**config.mk**
```make
export PLATFORM = sky130hd
export DESIGN_NAME = ultrasonic_collision_warning_core
export DESIGN_NICKNAME = d
export VERILOG_FILES = /design/src/ucw_pkg.sv /design/src/ultrasonic_collision_warning_core.sv /design/src/ucw_bcd_decode.sv /design/src/ucw_zone_eval.sv
export SDC_FILE = /design/constraint.sdc
export NUM_CORES = 1
export LEC_CHECK = 0
export BUFFER_PORTS_ARGS = -buffer_cell sky130_fd_sc_hd__buf_4
export CAP_MARGIN = 20
export CORE_MARGIN = 4
export CORE_UTILIZATION = 60
export DETAILED_ROUTE_END_ITERATION = 7
export PLACE_DENSITY = 0.87
export SYNTH_ARGS = -nofsm -noshare
export SYNTH_HDL_FRONTEND = slang
export SYNTH_SLANG_ARGS = --single-unit
```
**constraint.sdc**
```tcl
create_clock -name clk -period 8.1 [get_ports clk]
set_input_delay 0.405 -clock clk [delete_from_list [all_inputs] [get_ports clk]]
set_output_delay 0.405 -clock clk [all_outputs]
set_load 0.05 [all_outputs]
```
**src/ucw_pkg.sv**
```systemverilog
// Shared types and constants for the ultrasonic collision warning core.
// No dependencies; imported by every RTL module of the block.
`default_nettype none

package ucw_pkg;

	localparam int NUM_SLOTS  = 6;
	localparam int DIST_W     = 14;
	localparam int CFG_W      = 16;
	localparam int LIMIT_W    = CFG_W + 1;
	localparam int ID_W       = 11;

	localparam logic [ID_W-1:0]   ID_NEAR    = 11'h611;
	localparam logic [ID_W-1:0]   ID_FAR     = 11'h612;
	localparam logic [DIST_W-1:0] DIST_RESET = 14'd9999;

	localparam logic [CFG_W-1:0] THRESH_RESET = 16'd50;
	localparam logic [CFG_W-1:0] FRONT_RESET  = 16'd100;
	localparam logic [CFG_W-1:0] RIGHT_RESET  = 16'd140;
	localparam logic [CFG_W-1:0] LEFT_RESET   = 16'd180;

	typedef logic [DIST_W-1:0]  dist_t;
	typedef dist_t [NUM_SLOTS-1:0] dist_vec_t;
	typedef logic [LIMIT_W-1:0] limit_t;

	typedef enum logic [1:0] {
		CFG_WARN_THRESHOLD = 2'd0,
		CFG_FRONT_MARGIN   = 2'd1,
		CFG_RIGHT_MARGIN   = 2'd2,
		CFG_LEFT_MARGIN    = 2'd3
	} cfg_idx_t;

	typedef enum logic [1:0] {
		ZONE_NONE  = 2'd0,
		ZONE_FRONT = 2'd1,
		ZONE_RIGHT = 2'd2,
		ZONE_LEFT  = 2'd3
	} zone_t;

	typedef struct packed {
		logic [CFG_W-1:0] warn_threshold;
		logic [CFG_W-1:0] front_margin;
		logic [CFG_W-1:0] right_margin;
		logic [CFG_W-1:0] left_margin;
	} cfg_t;

	typedef struct packed {
		logic  stop;
		zone_t zone;
	} result_t;

endpackage

`default_nettype wire

```
**src/ultrasonic_collision_warning_core.sv**
```systemverilog
// Ultrasonic collision warning core. Each accepted item is one CAN frame;
// frames 0x611 and 0x612 refresh the six stored distances (sent as BCD), and every
// frame produces one result: stop_request plus the highest-priority zone
// (front, right, left) whose distance lies below threshold plus margin.
// The core takes one item per clock while the output is not stalled: an input
// register holds the frame, then decode, distance update and the six compares
// run combinationally into the result register. A stalled result only blocks
// input once both registers are full. Distances reset to 9999.
// Depends on ucw_pkg, ucw_bcd_decode and ucw_zone_eval.
`default_nettype none

module ultrasonic_collision_warning_core
	import ucw_pkg::*;
(
	input  wire logic              clk,
	input  wire logic              arst_n,
	input  wire logic              in_valid,
	output logic                   in_ready,
	input  wire logic [ID_W-1:0]   frame_id,
	input  wire logic [7:0]        byte0,
	input  wire logic [7:0]        byte1,
	input  wire logic [7:0]        byte2,
	input  wire logic [7:0]        byte3,
	input  wire logic [7:0]        byte4,
	input  wire logic [7:0]        byte5,
	input  wire logic [7:0]        byte6,
	input  wire logic [7:0]        byte7,
	output logic                   out_valid,
	input  wire logic              out_ready,
	output logic                   stop_request,
	output logic [1:0]             zone,
	input  wire logic              cfg_we,
	input  wire logic [1:0]        cfg_index,
	input  wire logic [CFG_W-1:0]  cfg_data
);

	logic              valid_s1;
	logic [ID_W-1:0]   id_s1;
	logic [7:0]        bytes_s1 [8];
	logic              valid_s2;
	result_t           res_s2;
	dist_vec_t         dist_q;
	dist_vec_t         dist_next;
	dist_t             dec [4];
	cfg_t              cfg_q;
	result_t           res_next;
	logic              advance;

	assign advance  = !valid_s2 || out_ready;
	assign in_ready = !valid_s1 || advance;

	// input register
	always_ff @(posedge clk or negedge arst_n) begin
		if (!arst_n) begin
			valid_s1 <= 1'b0;
		end else if (in_ready) begin
			valid_s1 <= in_valid;
		end
	end

	always_ff @(posedge clk) begin
		if (in_valid && in_ready) begin
			id_s1       <= frame_id;
			bytes_s1[0] <= byte0;
			bytes_s1[1] <= byte1;
			bytes_s1[2] <= byte2;
			bytes_s1[3] <= byte3;
			bytes_s1[4] <= byte4;
			bytes_s1[5] <= byte5;
			bytes_s1[6] <= byte6;
			bytes_s1[7] <= byte7;
		end
	end

	for (genvar g = 0; g < 4; g++) begin : g_dec
		ucw_bcd_decode u_dec (
			.hi      (bytes_s1[2*g]),
			.lo      (bytes_s1[2*g+1]),
			.dist_mm (dec[g])
		);
	end

	// the first two distances of the far frame are dropped
	always_comb begin
		dist_next = dist_q;
		if (id_s1 == ID_NEAR) begin
			dist_next[0] = dec[0];
			dist_next[1] = dec[1];
			dist_next[2] = dec[2];
			dist_next[3] = dec[3];
		end else if (id_s1 == ID_FAR) begin
			dist_next[4] = dec[2];
			dist_next[5] = dec[3];
		end
	end

	ucw_zone_eval u_eval (
		.dists  (dist_next),
		.cfg    (cfg_q),
		.result (res_next)
	);

	always_ff @(posedge clk or negedge arst_n) begin
		if (!arst_n) begin
			dist_q <= {NUM_SLOTS{DIST_RESET}};
		end else if (valid_s1 && advance) begin
			dist_q <= dist_next;
		end
	end

	// result register
	always_ff @(posedge clk or negedge arst_n) begin
		if (!arst_n) begin
			valid_s2 <= 1'b0;
		end else if (advance) begin
			valid_s2 <= valid_s1;
		end
	end

	always_ff @(posedge clk) begin
		if (valid_s1 && advance) begin
			res_s2 <= res_next;
		end
	end

	assign out_valid    = valid_s2;
	assign stop_request = res_s2.stop;
	assign zone         = res_s2.zone;

	always_ff @(posedge clk or negedge arst_n) begin
		if (!arst_n) begin
			cfg_q.warn_threshold <= THRESH_RESET;
			cfg_q.front_margin   <= FRONT_RESET;
			cfg_q.right_margin   <= RIGHT_RESET;
			cfg_q.left_margin    <= LEFT_RESET;
		end else if (cfg_we) begin
			unique case (cfg_idx_t'(cfg_index))
				CFG_WARN_THRESHOLD: cfg_q.warn_threshold <= cfg_data;
				CFG_FRONT_MARGIN:   cfg_q.front_margin   <= cfg_data;
				CFG_RIGHT_MARGIN:   cfg_q.right_margin   <= cfg_data;
				CFG_LEFT_MARGIN:    cfg_q.left_margin    <= cfg_data;
				default: ;
			endcase
		end
	end

endmodule

`default_nettype wire

```
**src/ucw_bcd_decode.sv**
```systemverilog
// Decodes one byte pair (four BCD digits, high byte first) into a distance.
// Depends on ucw_pkg.
`default_nettype none

module ucw_bcd_decode
	import ucw_pkg::*;
(
	input  wire logic [7:0] hi,
	input  wire logic [7:0] lo,
	output dist_t           dist_mm
);

	logic [3:0] n3, n2, n1, n0;
	logic       bad;
	dist_t      sum;

	assign n3 = hi[7:4];
	assign n2 = hi[3:0];
	assign n1 = lo[7:4];
	assign n0 = lo[3:0];

	// any nibble above nine makes the whole pair read as zero
	assign bad = (n3 > 4'd9) || (n2 > 4'd9) || (n1 > 4'd9) || (n0 > 4'd9);

	assign sum = DIST_W'(n3) * DIST_W'(1000) + DIST_W'(n2) * DIST_W'(100)
		+ DIST_W'(n1) * DIST_W'(10) + DIST_W'(n0);

	assign dist_mm = bad ? '0 : sum;

endmodule

`default_nettype wire

```
**src/ucw_zone_eval.sv**
```systemverilog
// Compares the six distances against per-zone limits and picks the zone.
// Depends on ucw_pkg.
`default_nettype none

module ucw_zone_eval
	import ucw_pkg::*;
(
	input  dist_vec_t dists,
	input  cfg_t      cfg,
	output result_t   result
);

	limit_t lim_front, lim_right, lim_left;
	logic   hit_front, hit_right, hit_left;

	assign lim_front = LIMIT_W'(cfg.warn_threshold) + LIMIT_W'(cfg.front_margin);
	assign lim_right = LIMIT_W'(cfg.warn_threshold) + LIMIT_W'(cfg.right_margin);
	assign lim_left  = LIMIT_W'(cfg.warn_threshold) + LIMIT_W'(cfg.left_margin);

	assign hit_front = (LIMIT_W'(dists[0]) < lim_front) || (LIMIT_W'(dists[1]) < lim_front);
	assign hit_right = (LIMIT_W'(dists[2]) < lim_right) || (LIMIT_W'(dists[3]) < lim_right);
	assign hit_left  = (LIMIT_W'(dists[4]) < lim_left)  || (LIMIT_W'(dists[5]) < lim_left);

	// front wins over right, right over left
	always_comb begin
		result.stop = 1'b1;
		if (hit_front) begin
			result.zone = ZONE_FRONT;
		end else if (hit_right) begin
			result.zone = ZONE_RIGHT;
		end else if (hit_left) begin
			result.zone = ZONE_LEFT;
		end else begin
			result.stop = 1'b0;
			result.zone = ZONE_NONE;
		end
	end

endmodule

`default_nettype wire

```
Yosys cells after proc, flatten, opt, wreduce, memory -nomap -nowiden. Memories as Yosys holds them, arrays and structs flattened. Cells that the tools add are included.

Add/subtract/negate cells: 15. $mul: 12. Magnitude comparators: 22. Equality and inequality tests: 5. Multiplexer cells: 12. Reduce and logical (&&, ||, !) cells: 27.

Operator list (count): $lt A14 B17 Y1 (6); $gt A4 B4 Y1 const B (16); $add A14 B11 Y14 (4); $add A14 B4 Y14 (4); $add A14 B8 Y14 (4); $mux W14 (4); $mux W28 (2); $mux W56 (1); $add A16 B16 Y17 (3); $mul A4 B7 Y11 const B (4); $mul A4 B5 Y9 const B (4); $mul A4 B3 Y7 const B (4); $eq A11 B11 Y1 const B (2); $logic_or A1 B1 Y1 (17); $reduce_and A2 Y1 (4); $eq A2 B2 Y1 const B (2); $mux W2 (2); $mux W1 (3); $eq A2 B1 Y1 const B (1); $logic_and A1 B1 Y1 (2); $logic_not A1 Y1 (2); $logic_not A2 Y1 (1); $reduce_or A2 Y1 (1).

Register bits after elaboration: 164. RAM bits: 64. Bits of input ports: 98. Output and inout port bits: 5. Word-level logic and storage cells: 109. Memories kept: 1.

Memory list: bytes_s1 (depth 8, width 8, read ports 8, clocked after Yosys merged registers in 0, write ports 8, RTL line ultrasonic_collision_warning_core.sv:39) `logic [7:0] bytes_s1 [8];`.

Logic depth before layout (Yosys ltp). Gate-level depths: netlist of the first run. An unclocked memory read counts as a cell.

Word-level depth: 12. Mapped depth: 26. Mapped depth without buffers: 26.

Cells and area by module. Synthesis of the first run repeated with hierarchy kept, for this count alone.

Cell total of the unflattened synthesis: 1739. Area total of the unflattened synthesis: 19985.4 um^2.

Modules (own cells, without submodules): ultrasonic_collision_warning_core (times used 1, cells an instance 500, area an instance 9429.0 um^2, seq. area each 6172.2 um^2); ucw_zone_eval (times used 1, cells an instance 434, area an instance 3574.7 um^2, seq. area each 0.0 um^2); ucw_bcd_decode at g_dec[0].u_dec ... (times used 2, cells an instance 201, area an instance 1741.7 um^2, seq. area each 0.0 um^2); ucw_bcd_decode at g_dec[3].u_dec (times used 1, cells an instance 201, area an instance 1750.4 um^2, seq. area each 0.0 um^2); ucw_bcd_decode at g_dec[2].u_dec (times used 1, cells an instance 202, area an instance 1747.9 um^2, seq. area each 0.0 um^2).

Worst setup path before layout of the first run. No wires, ideal clock.

Path type: flip-flop to flip-flop. From: mem bytes_s1[6][6], in the netlist bytes_s1[1][22]. To: reg res_s2 (netlist bit zone[0]), data pin. Setup time: 259 ps. Arrival: 5649 ps. Required time: 7841 ps. Slack: 2192 ps. Cell stages (with the launch flop): 23. Buffers on the path: 0. Period minus slack after synthesis: 5908 ps. Path through: edfxtp_1 > ha_1 > fa_1 > fa_1 > inv_1 > fa_1 > inv_1 > ha_1 > ha_1 > nand3_1 > o211ai_1 > o41ai_1 > o21ai_0 > xor2_1 > nand2_1 > o21ai_0 > ha_1 > nand4_1 > or4_1 > a31oi_1 > o22ai_1 > nand2b_1 > a211o_1.

RTL lines: start: declaration (RTL line ultrasonic_collision_warning_core.sv:39); end signal: assignment (RTL line ultrasonic_collision_warning_core.sv:122) `res_s2 <= res_next;`; end: declaration (RTL line ultrasonic_collision_warning_core.sv:41) `result_t res_s2;`.

==> results of run 1 <==
## report_power, final
group / total, mW / switching (mW) / internal [mW]
registers: 1.39 / 0.0928 / 1.30
logic: 3.17 / 1.90 / 1.27
clock network: 1.28 / 0.511 / 0.771
## layout by cell type, fill, tap and decap left out, types with 6 or more instances in the layout
| master | count |
|---|---|
| o21ai_0 | 132 |
| a22o_1 | 7 |
| dfrtp_1 | 89 |
| clkbuf_16 | 27 |
| xor2_1 | 54 |
| o21a_1 | 12 |
| nand2_1 | 259 |
| nand3b_1 | 6 |
| inv_1 | 157 |
| fa_1 | 71 |
| buf_4 | 108 |
| a21oi_1 | 97 |
| or3_1 | 6 |
| nor2_1 | 69 |
| nand3_1 | 40 |
| o211ai_1 | 17 |
| a2111oi_0 | 8 |
| xnor2_1 | 43 |
| edfxtp_1 | 78 |
| ha_1 | 342 |
| nand2b_1 | 15 |
| nor2b_1 | 15 |
| nand4_1 | 17 |
| mux2_2 | 101 |
| a21o_1 | 36 |
| o31ai_1 | 30 |
| o41ai_1 | 7 |
| o21bai_1 | 8 |
| a31oi_1 | 10 |
| a21boi_0 | 6 |
| a211oi_1 | 18 |
| nor3_1 | 17 |
| dfstp_2 | 61 |
## metal layers
metal | GRT usage (%) | wire (um)
met2 | 45.8 | 22800
met5 | 0 | 0
met1 | 33.7 | 19100
met3 | 2.89 | 2460
met4 | 10.8 | 2150
## final timing paths
check	from	endpoint	slack, ps	cells after the start
max	bytes_s1[1][5]	zone[0]	1170	23
min	byte5[4]	bytes_s1[1][12]	20	1
max reg2reg	bytes_s1[1][5]	zone[0]	1170	23
min reg2reg	dist_q[73]	dist_q[73]	460	2
max in group asynchronous	arst_n	dist_q[26]	6250	3
min in group asynchronous	arst_n	cfg_q[14]	470	2
## synth_stat cells, drive strengths merged, types with 40 or more instances
cell    instances
ha            342
nand2         259
inv           158
o21ai         134
mux2          101
a21oi          97
dfrtp          89
edfxtp         78
fa             71
nor2           69
dfstp          61
xor2           54
xnor2          43
nand3          40
## flip-flops by register name, summed over array words and instances (netlist names)
register      flops
bytes_s1         64
dist_q           84
stop_request      1
out_valid         1
cfg_q            64
valid_s1          1
zone              2
id_s1            11
## repair_timing
item                                    CTS  global route
hold buffers                              1             1
endpoints found under the setup margin    0             0
gates resized for setup                   0             0
hold endpoints to repair                 53             1
## metrics by stage
step | power [mW] | instance area [um2]
final | 5.84 | 21800
after global routing | 6.31 | 21800
after CTS | 5.82 | 21800
after detailed placement | 4.49 | 20800
after global placement | 4.36 | 20800
after floorplan | 3.69 | 19600
## worst max-delay path: cells and delay by family, from the launching register on
kind	cells	cell delay, ps
AOI/OAI and AO/OA	10	2940
and+or+nand+nor	2	280
buffers and inverters	2	150
xor gates and xnor gates	2	310
DFF	1	490
adders and majority gates	7	2550
## cell families after synthesis
group	after synthesis	synth area share (%)
simple gates	484	11.3
flops	228	31.5
fa+ha+maj	413	29.1
mux	106	6.05
buf+inv	200	3.89
compound gates	429	14.0
xor+xnor	97	4.33
## final cells by class
type	instances	share of cell area, %
multi-input cells	1529	58.3
flip-flops and latches	228	28.3
repair buffers	112	3.88
clock buffers	35	3.38
inverters	158	2.72
well taps	435	2.50
clock inverters	15	0.919
==> impl_metrics.ini, run 1 <==
[logic_synthesis]
syn_avg_cell_area_um2 = 10.0
synthesis.area_mm2 = 0.0196
async_reset_ff_share_pct = 65.8
synth-seq-area-share_pct = 31.5
synthCells = 1957
synthDistinctLibCells = 72
synth_top_area_share_pct = 21.8
synth_top_area_cell = ha_1
synth_edf_count = 78
synth_seq_cells = 228
synth_area_leaders = ha_1, edfxtp_1, dfrtp_1, dfstp_2, fa_1
ys.flop_type = dfrtp_1
yosys_warnings = 0
synth_nets = 2468

[global_routing]
grt_antenna_before_repair = 0
grt_max_degree = 84
grt_overflow = 0
grt_pass1_wl_um = 77700
grt_usage_pct = 26.4
grt_pass1_vias = 15484

[drt]
drc = 0
ant_nets = 0
vias = 15045
wl_um = 46500
vias_per_cell = 5.99
drt_iter0_drc = 1182
wl_per_cell_um = 18.5
dr.pass1.iters = 5

[sta]
worst_pin_slew_ps = 1030
max_freq_mhz = 144
slew_violations = 0
relSlewSlack_pct = 31.0
fin_ws_ps = 1170
period_needed_ps = 6930
setup_violations = 0
finalHoldViolations = 0
period_share_pct = 85.6
finalSetupTns_ps = 0
whs_ps = 17.3
fin_skew_ps = 23.4
rsz0062_at_grt = false

[pwr]
cellPowerDensity_mw_per_mm2 = 268
peakVddDrop_v = 0.000242
power_leakage_nw = 10.2

[clock_network]
clock_path_buffers = 3
cts_buffers = 27
clkLatencyLatePin_ps = 570
cts_root_buf = clkbuf_16
cts_tree = done
cts.sinks = 228
path_clk_slew_ps = 70
post_cts_buffers = 0
htreeDepth = 1

[cells_and_area]
multi_input_area_mm2 = 0.0127
insertedDiodeCount = 0
fin_util_pct = 68.3
final_cell_count_no_fill = 2512
nets = 2567
drive_above_1_share_pct = 15.9
nFillCells = 2350
area_delta_synth_final_pct = 11.0
regArea_mm2 = 0.00617

[place]
gp_congestion = 1.01
port_buffers = 102
post-place-ws_ps = 1350
post-place-cells = 2460
hpwl_um = 35700

[run_status]
outcome = complete, no violations

[setup_path]
required_ps = 8430
worstSetupPathType = register to register
cp_slowest_cell = a2111oi_0
critical_path.max_stage_delay_ps = 650
path_max_fanout = 6
cp_cell_sequence = fa_1 > inv_1 > fa_1 > inv_1 > ha_1 > a21o_1 > a21oi_1 > xnor2_1 > ha_1 > ha_1 > ha_1 > o41ai_1 > o21ai_0 > xnor2_1 > nand2_1 > o21ai_0 > ha_1 > o22ai_1 > a2111oi_0 > o2111ai_1 > a2111oi_0 > nand2b_1 > a211o_1
critPathCaptureType = register
crit_top_cell = ha_1
cp.arrival_ps = 7260
startpoint_type = register

[floorplan]
ioPinCount = 103
fp.dieW_um = 189
initial_core_util_pct = 61.5
rows = 65
die_h_um = 189
dieArea_mm2 = 0.0357
core_mm2 = 0.0319

[flow_run]
max_cap_violations = 0

[worst_hold_path]
hp-class = input port to register
No activity file was read; power rests on OpenSTA's default activity.
==> inputs of run 2 (changes only) <==
- CORE_ASPECT_RATIO: default -> 0.6
==> run 2 against run 1 <==
Critical path depth did not move; largest power group unchanged; routed wire length rose by 5.2%; clock skew fell by 10 ps; critical path type unchanged; critical endpoint unchanged; power fell by 2.4%; global-route usage rose by 0.97 points; via count rose by 1.3%; clock-buffer cell count rose by 2; utilization fell by 0.28 points; sequential cell count did not move.
==> impl_metrics.ini, run 2 (synthesized netlist as in run 1, its figures left out) <==
[run_status]
outcome = complete, no violations

[drt]
ant_nets = 0
wl_um = 48900
drt_iter0_drc = 1320
vias = 15245
drc = 0
dr.pass1.iters = 7
vias_per_cell = 6.13
wl_per_cell_um = 19.7

[sta]
setup_violations = 0
finalHoldViolations = 0
period_share_pct = 88.4
relSlewSlack_pct = 28.0
period_needed_ps = 7160
rsz0062_at_grt = false
max_freq_mhz = 140
finalSetupTns_ps = 0
worst_pin_slew_ps = 1080
fin_skew_ps = 13.3
slew_violations = 0

[setup_path]
critical_path.max_stage_delay_ps = 640
critPathCaptureType = register
path_max_fanout = 6
crit_top_cell = ha_1
reg2reg_from = bytes_s1[1][5]
worstSetupPathType = register to register
reg2reg_to = zone[0]
worstSetupStartpoint = bytes_s1[1][5]
startpoint_type = register
rr_worst_depth = 23
cp.arrival_ps = 7460
cp_cell_sequence = fa_1 > inv_1 > fa_1 > inv_1 > ha_1 > o21ai_0 > nor2_1 > nor2_1 > ha_1 > ha_1 > ha_1 > o41ai_1 > o21ai_0 > xnor2_1 > nand2_1 > o21ai_0 > ha_1 > o22ai_1 > a2111oi_0 > o2111ai_1 > a2111oi_0 > nand2b_1 > a211o_1
crit_end = zone[0]
cp_slowest_cell = fa_1
required_ps = 8400
regToRegSetupSlack_ps = 940

[global_routing]
grt_max_degree = 84
grt_usage_pct = 27.3
grt_overflow = 0
grt_pass1_wl_um = 78800
grt_antenna_before_repair = 1
grt_pass1_vias = 15217

[floorplan]
dieArea_mm2 = 0.0357
core_mm2 = 0.0317
fp.dieW_um = 241
ioPinCount = 103
initial_core_util_pct = 61.9
rows = 50
die_h_um = 148

[cells_and_area]
largest_reg_flops = 84
fin_area_mm2 = 0.0216
final_cell_mix = ha_1, nand2_1, inv_1
insertedDiodeCount = 0
nFillCells = 2383
largestRegisters = dist_q x84, bytes_s1 x64, cfg_q x64
nets = 2565
drive_above_1_share_pct = 15.8
final_common_cell = ha_1
top_register = dist_q
final_cell_count_no_fill = 2487
area_delta_synth_final_pct = 10.0

[clock_network]
cts.sinks = 228
cts_root_buf = clkbuf_16
path_clk_slew_ps = 70
clock_path_buffers = 3
cts_tree = done
post_cts_buffers = 0
clkLatencyLatePin_ps = 550
htreeDepth = 1
cts_buffers = 23

[pwr]
p_int_mw = 3.18
p_total_mw = 5.71
power_frac_comb_pct = 56.9
peakVddDrop_v = 0.000163
p_sw_mw = 2.52
seq_power_share_pct = 24.4
cellPowerDensity_mw_per_mm2 = 264
p_sw_share_pct = 44.2
clock_power_share_pct = 18.8
power_leakage_nw = 10.2

[place]
hpwl_um = 38700
post-place-cells = 2443
port_buffers = 102
dpl_cell_area_mm2 = 0.0208
gp_congestion = 0.980

[flow_run]
max_cap_violations = 0

[worst_hold_path]
hp-class = input port to register
## run 2: how the worst min path moves through the flow
stage               depth (start not counted)  startpoint             end
detailed placement                          2   dist_q[8]       dist_q[8]
CTS                                         1    byte4[5]  bytes_s1[1][5]
finish                                      1    byte4[5]  bytes_s1[1][5]
global route                                1    byte4[6]  bytes_s1[1][6]
floorplan                                   0      arst_n        cfg_q[0]
global placement                            2   dist_q[9]       dist_q[9]
## run 2: power groups by stage
stage                     clock, mW  sequential, mW  combinational [mW]
final                          1.07            1.39                3.24
after floorplan                   0            1.38                2.31
after global placement            0            1.40                2.99
after detailed placement          0            1.41                3.14
after CTS                      1.09            1.39                3.17
after global routing           1.14            1.40                3.60
## run 2: worst max-delay path, delay by kind of cell, from the launching register on
kind	cells	cell delay, ps
AOI/OAI and AO/OA	9	2930
xor gates and xnor gates	1	170
adders and majority gates	7	2590
buffers and inverters	2	150
DFF	1	500
and+or+nand+nor	4	570
## run 2: cell type report
cell class,instances,area (um2),area share [%]
Inverter,158,593,2.75
Tap cell,416,520,2.41
Clock buffer,37,701,3.25
Multi-Input combinational cell,1529,12700,58.8
Sequential cell,228,6170,28.6
Clock inverter,5,33.8,0.157
Timing Repair Buffer,114,872,4.04
## run 2: timing repair
item | 4_1_cts | 5_1_grt
endpoints found under the hold margin | 51 | 0
hold buffers | 1 | 0
gates resized for setup | 0 | 0
## run 2: stage by stage
stage / utilization, % / hold slack [ps] / setup WS [ps]
6_report: 68.0 / 31.6 / 938
2_1_floorplan: - / 109 / 2190
4_1_cts: 68.0 / 11.7 / 1000
3_5_place_dp: 65.6 / 448 / 1060
5_1_grt: 68.0 / 12.3 / 375
3_3_place_gp: 65.6 / 445 / 1390
## run 2: per-layer routing
metal | part of all wire (%) | routed length (um) | up-vias | global-route usage (%)
met5 | 0.078 | 38 | - | 0
met4 | 2.7 | 1320 | 2 | 6.28
met3 | 8.7 | 4270 | 100 | 6.02
met2 | 43 | 21200 | 596 | 42.0
met1 | 45 | 22100 | 7359 | 39.9
li1 | - | - | 7188 | -
==> inputs of run 3 (changes only) <==
- ABC_AREA: default -> 1
- CAP_MARGIN: 20 -> default
==> run 3 against run 2 <==
First-iteration DRC count increased by 15%; critical endpoint is now stop_request; power increased by 12%; register-to-register slack improved by 1100 ps.
==> impl_metrics.ini, run 3 <==
[clock_network]
clkLatencyLatePin_ps = 570
cts_tree = done
path_clk_slew_ps = 70
postCtsHoldBufs = 23
cts_root_buf = clkbuf_16
post_cts_buffers = 0
htreeDepth = 1
clock_path_buffers = 3
cts.sinks = 228
cts_buffers = 25
cts_resized = 0

[logic_synthesis]
ys_top_cells_by_count = nand2_1, ha_1, inv_1
ys.flop_type = dfrtp_1
synth_area_leaders = ha_1, nand2_1, edfxtp_1, dfrtp_1, dfstp_2
synth_nets = 2958
synth_edf_count = 78
synth_top_area_cell = ha_1
synthCells = 2447
synth_top_area_share_pct = 21.3
yosys_warnings = 0
syn_avg_cell_area_um2 = 8.20
async_reset_ff_share_pct = 65.8
yosysMostFrequentCell = nand2_1
synthesis.area_mm2 = 0.0201
synthDistinctLibCells = 49
synth-seq-area-share_pct = 30.8
synth_seq_cells = 228

[drt]
vias_per_cell = 5.70
drt_iter0_drc = 1523
dr.pass1.iters = 5
vias = 17305
ant_nets = 0
wl_per_cell_um = 17.2
wl_um = 52400
drc = 0

[global_routing]
met2_usage_pct = 48.0
grt_pass1_vias = 17090
grt_max_degree = 101
grt_antenna_before_repair = 0
busiest_layer = met2
grt_usage_pct = 28.8
grt_pass1_wl_um = 85200
grt_overflow = 0
gr-usage-met1_pct = 39.2
use_met3_pct = 5.09

[sta]
whs_ps = 16.0
max_freq_mhz = 164
relSlewSlack_pct = 24.5
rsz0062_at_grt = false
finalHoldViolations = 0
period_needed_ps = 6100
worst_pin_slew_ps = 1130
setup_violations = 0
slew_violations = 0
period_share_pct = 75.3
finalSetupTns_ps = 0
fin_skew_ps = 24.1

[setup_path]
required_ps = 8410
crit_top_cell = nand2_1
path_max_fanout = 6
critPathCaptureType = register
reg2reg_from = bytes_s1[1][5]
worstSetupStartpoint = bytes_s1[1][5]
critical_path.max_stage_delay_ps = 650
worstSetupPathType = register to register
cp.arrival_ps = 6410
startpoint_type = register
cp_slowest_cell = fa_1

[floorplan]
core_mm2 = 0.0327
fp.dieW_um = 244
die_h_um = 150
rows = 51
dieArea_mm2 = 0.0365
initial_core_util_pct = 61.4
ioPinCount = 103

[pwr]
cellPowerDensity_mw_per_mm2 = 283
power_leakage_nw = 11.6
peakVddDrop_v = 0.000202

[cells_and_area]
area_delta_synth_final_pct = 12.0
largestRegisters = dist_q x84, bytes_s1 x64, cfg_q x64
insertedDiodeCount = 0
drive_above_1_share_pct = 10.5
final_common_cell = nand2_1
final_cell_mix = nand2_1, ha_1, inv_1
top_register = dist_q
nets = 3079
largest_reg_flops = 84

[flow_run]
max_cap_violations = 0

[place]
port_buffers = 102
gp_congestion = 0.919
hpwl_um = 40300

[run_status]
outcome = complete, no violations

[worst_hold_path]
worstHoldStart = frame_id[1]
hp-class = input port to register
[run 3: cell types whose count changed after synthesis, moves of 17 or more]
cell / change
nand2_1: +433
inv_1: +161
mux2_2: -101
nand3_1: +71
o21ai_0: +34
o31ai_1: -29
a21o_1: -28
o21ai_1: +27
a21oi_1: +23
nor2_1: +17
o211ai_1: -17
[run 3: routing by layer]
| metal | share of wire (%) | up-vias |
|---|---|---|
| li1 | - | 8283 |
| met5 | 0 | - |
| met2 | 45 | 692 |
| met1 | 43 | 8205 |
| met4 | 3.1 | 0 |
| met3 | 8.2 | 125 |
[run 3: through the flow]
| step | std cells | instance area, um2 | total power [mW] | utilization [%] | setup WS [ps] |
|---|---|---|---|---|---|
| global route | 3037 | 22500 | 6.93 | 68.8 | 1660 |
| floorplan | 2447 | 20100 | 4.09 | - | 2760 |
| CTS | 3028 | 22400 | 6.29 | 68.5 | 2040 |
| global placement | 2959 | 21300 | 4.78 | 65.1 | 2410 |
| detailed placement | 2959 | 21300 | 4.97 | 65.1 | 2240 |
| finish | 3037 | 22500 | 6.37 | 68.8 | 2000 |
[run 3: logic make-up (layout without fill, tap and decap cells)]
logic type | after synthesis | after routing | synth area share [%]
DFF | 228 | 228 | 30.8
and+or+nand+nor | 973 | 973 | 20.1
xor gates and xnor gates | 78 | 78 | 3.40
adders and majority gates | 413 | 413 | 28.4
AOI/OAI and AO/OA | 386 | 386 | 10.4
buffers and inverters | 369 | 509 | 6.98
[run 3: final timing paths]
path | endpoint | slack, ps | cells after the start
setup reg to reg | stop_request | 2000 | 28
setup / recovery | stop_request | 2000 | 28
max in group asynchronous | dist_q[82] | 6150 | 3
hold / removal | id_s1[1] | 20 | 1
hold reg to reg | dist_q[30] | 470 | 2
min in group asynchronous | dist_q[60] | 440 | 2
[run 3: area by class of cell]
cell class | instances | area, um2
sequential | 228 | 6170
tap | 450 | 563
multi-input combinational | 1850 | 12500
fill | 2461 | 10200
timing repair buffer | 139 | 1130
clock buffer | 31 | 701
clock inverter | 15 | 203
inverter | 324 | 1220
[run 3: critical path, delay by kind of cell, from the launching register on]
kind	cells	cell delay [ps]
xor gates and xnor gates	1	140
AOI/OAI and AO/OA	4	790
buffers and inverters	4	260
DFF	1	510
and+or+nand+nor	12	1370
adders and majority gates	7	2770
[run 3: power breakdown]
group | switching (mW) | internal (mW) | total [mW] | leakage, nW
sequential | 0.129 | 1.40 | 1.53 | 2.53
combinational | 2.23 | 1.34 | 3.56 | 8.66
clock | 0.525 | 0.750 | 1.27 | 0.439
total | 2.88 | 3.49 | 6.37 | 11.6
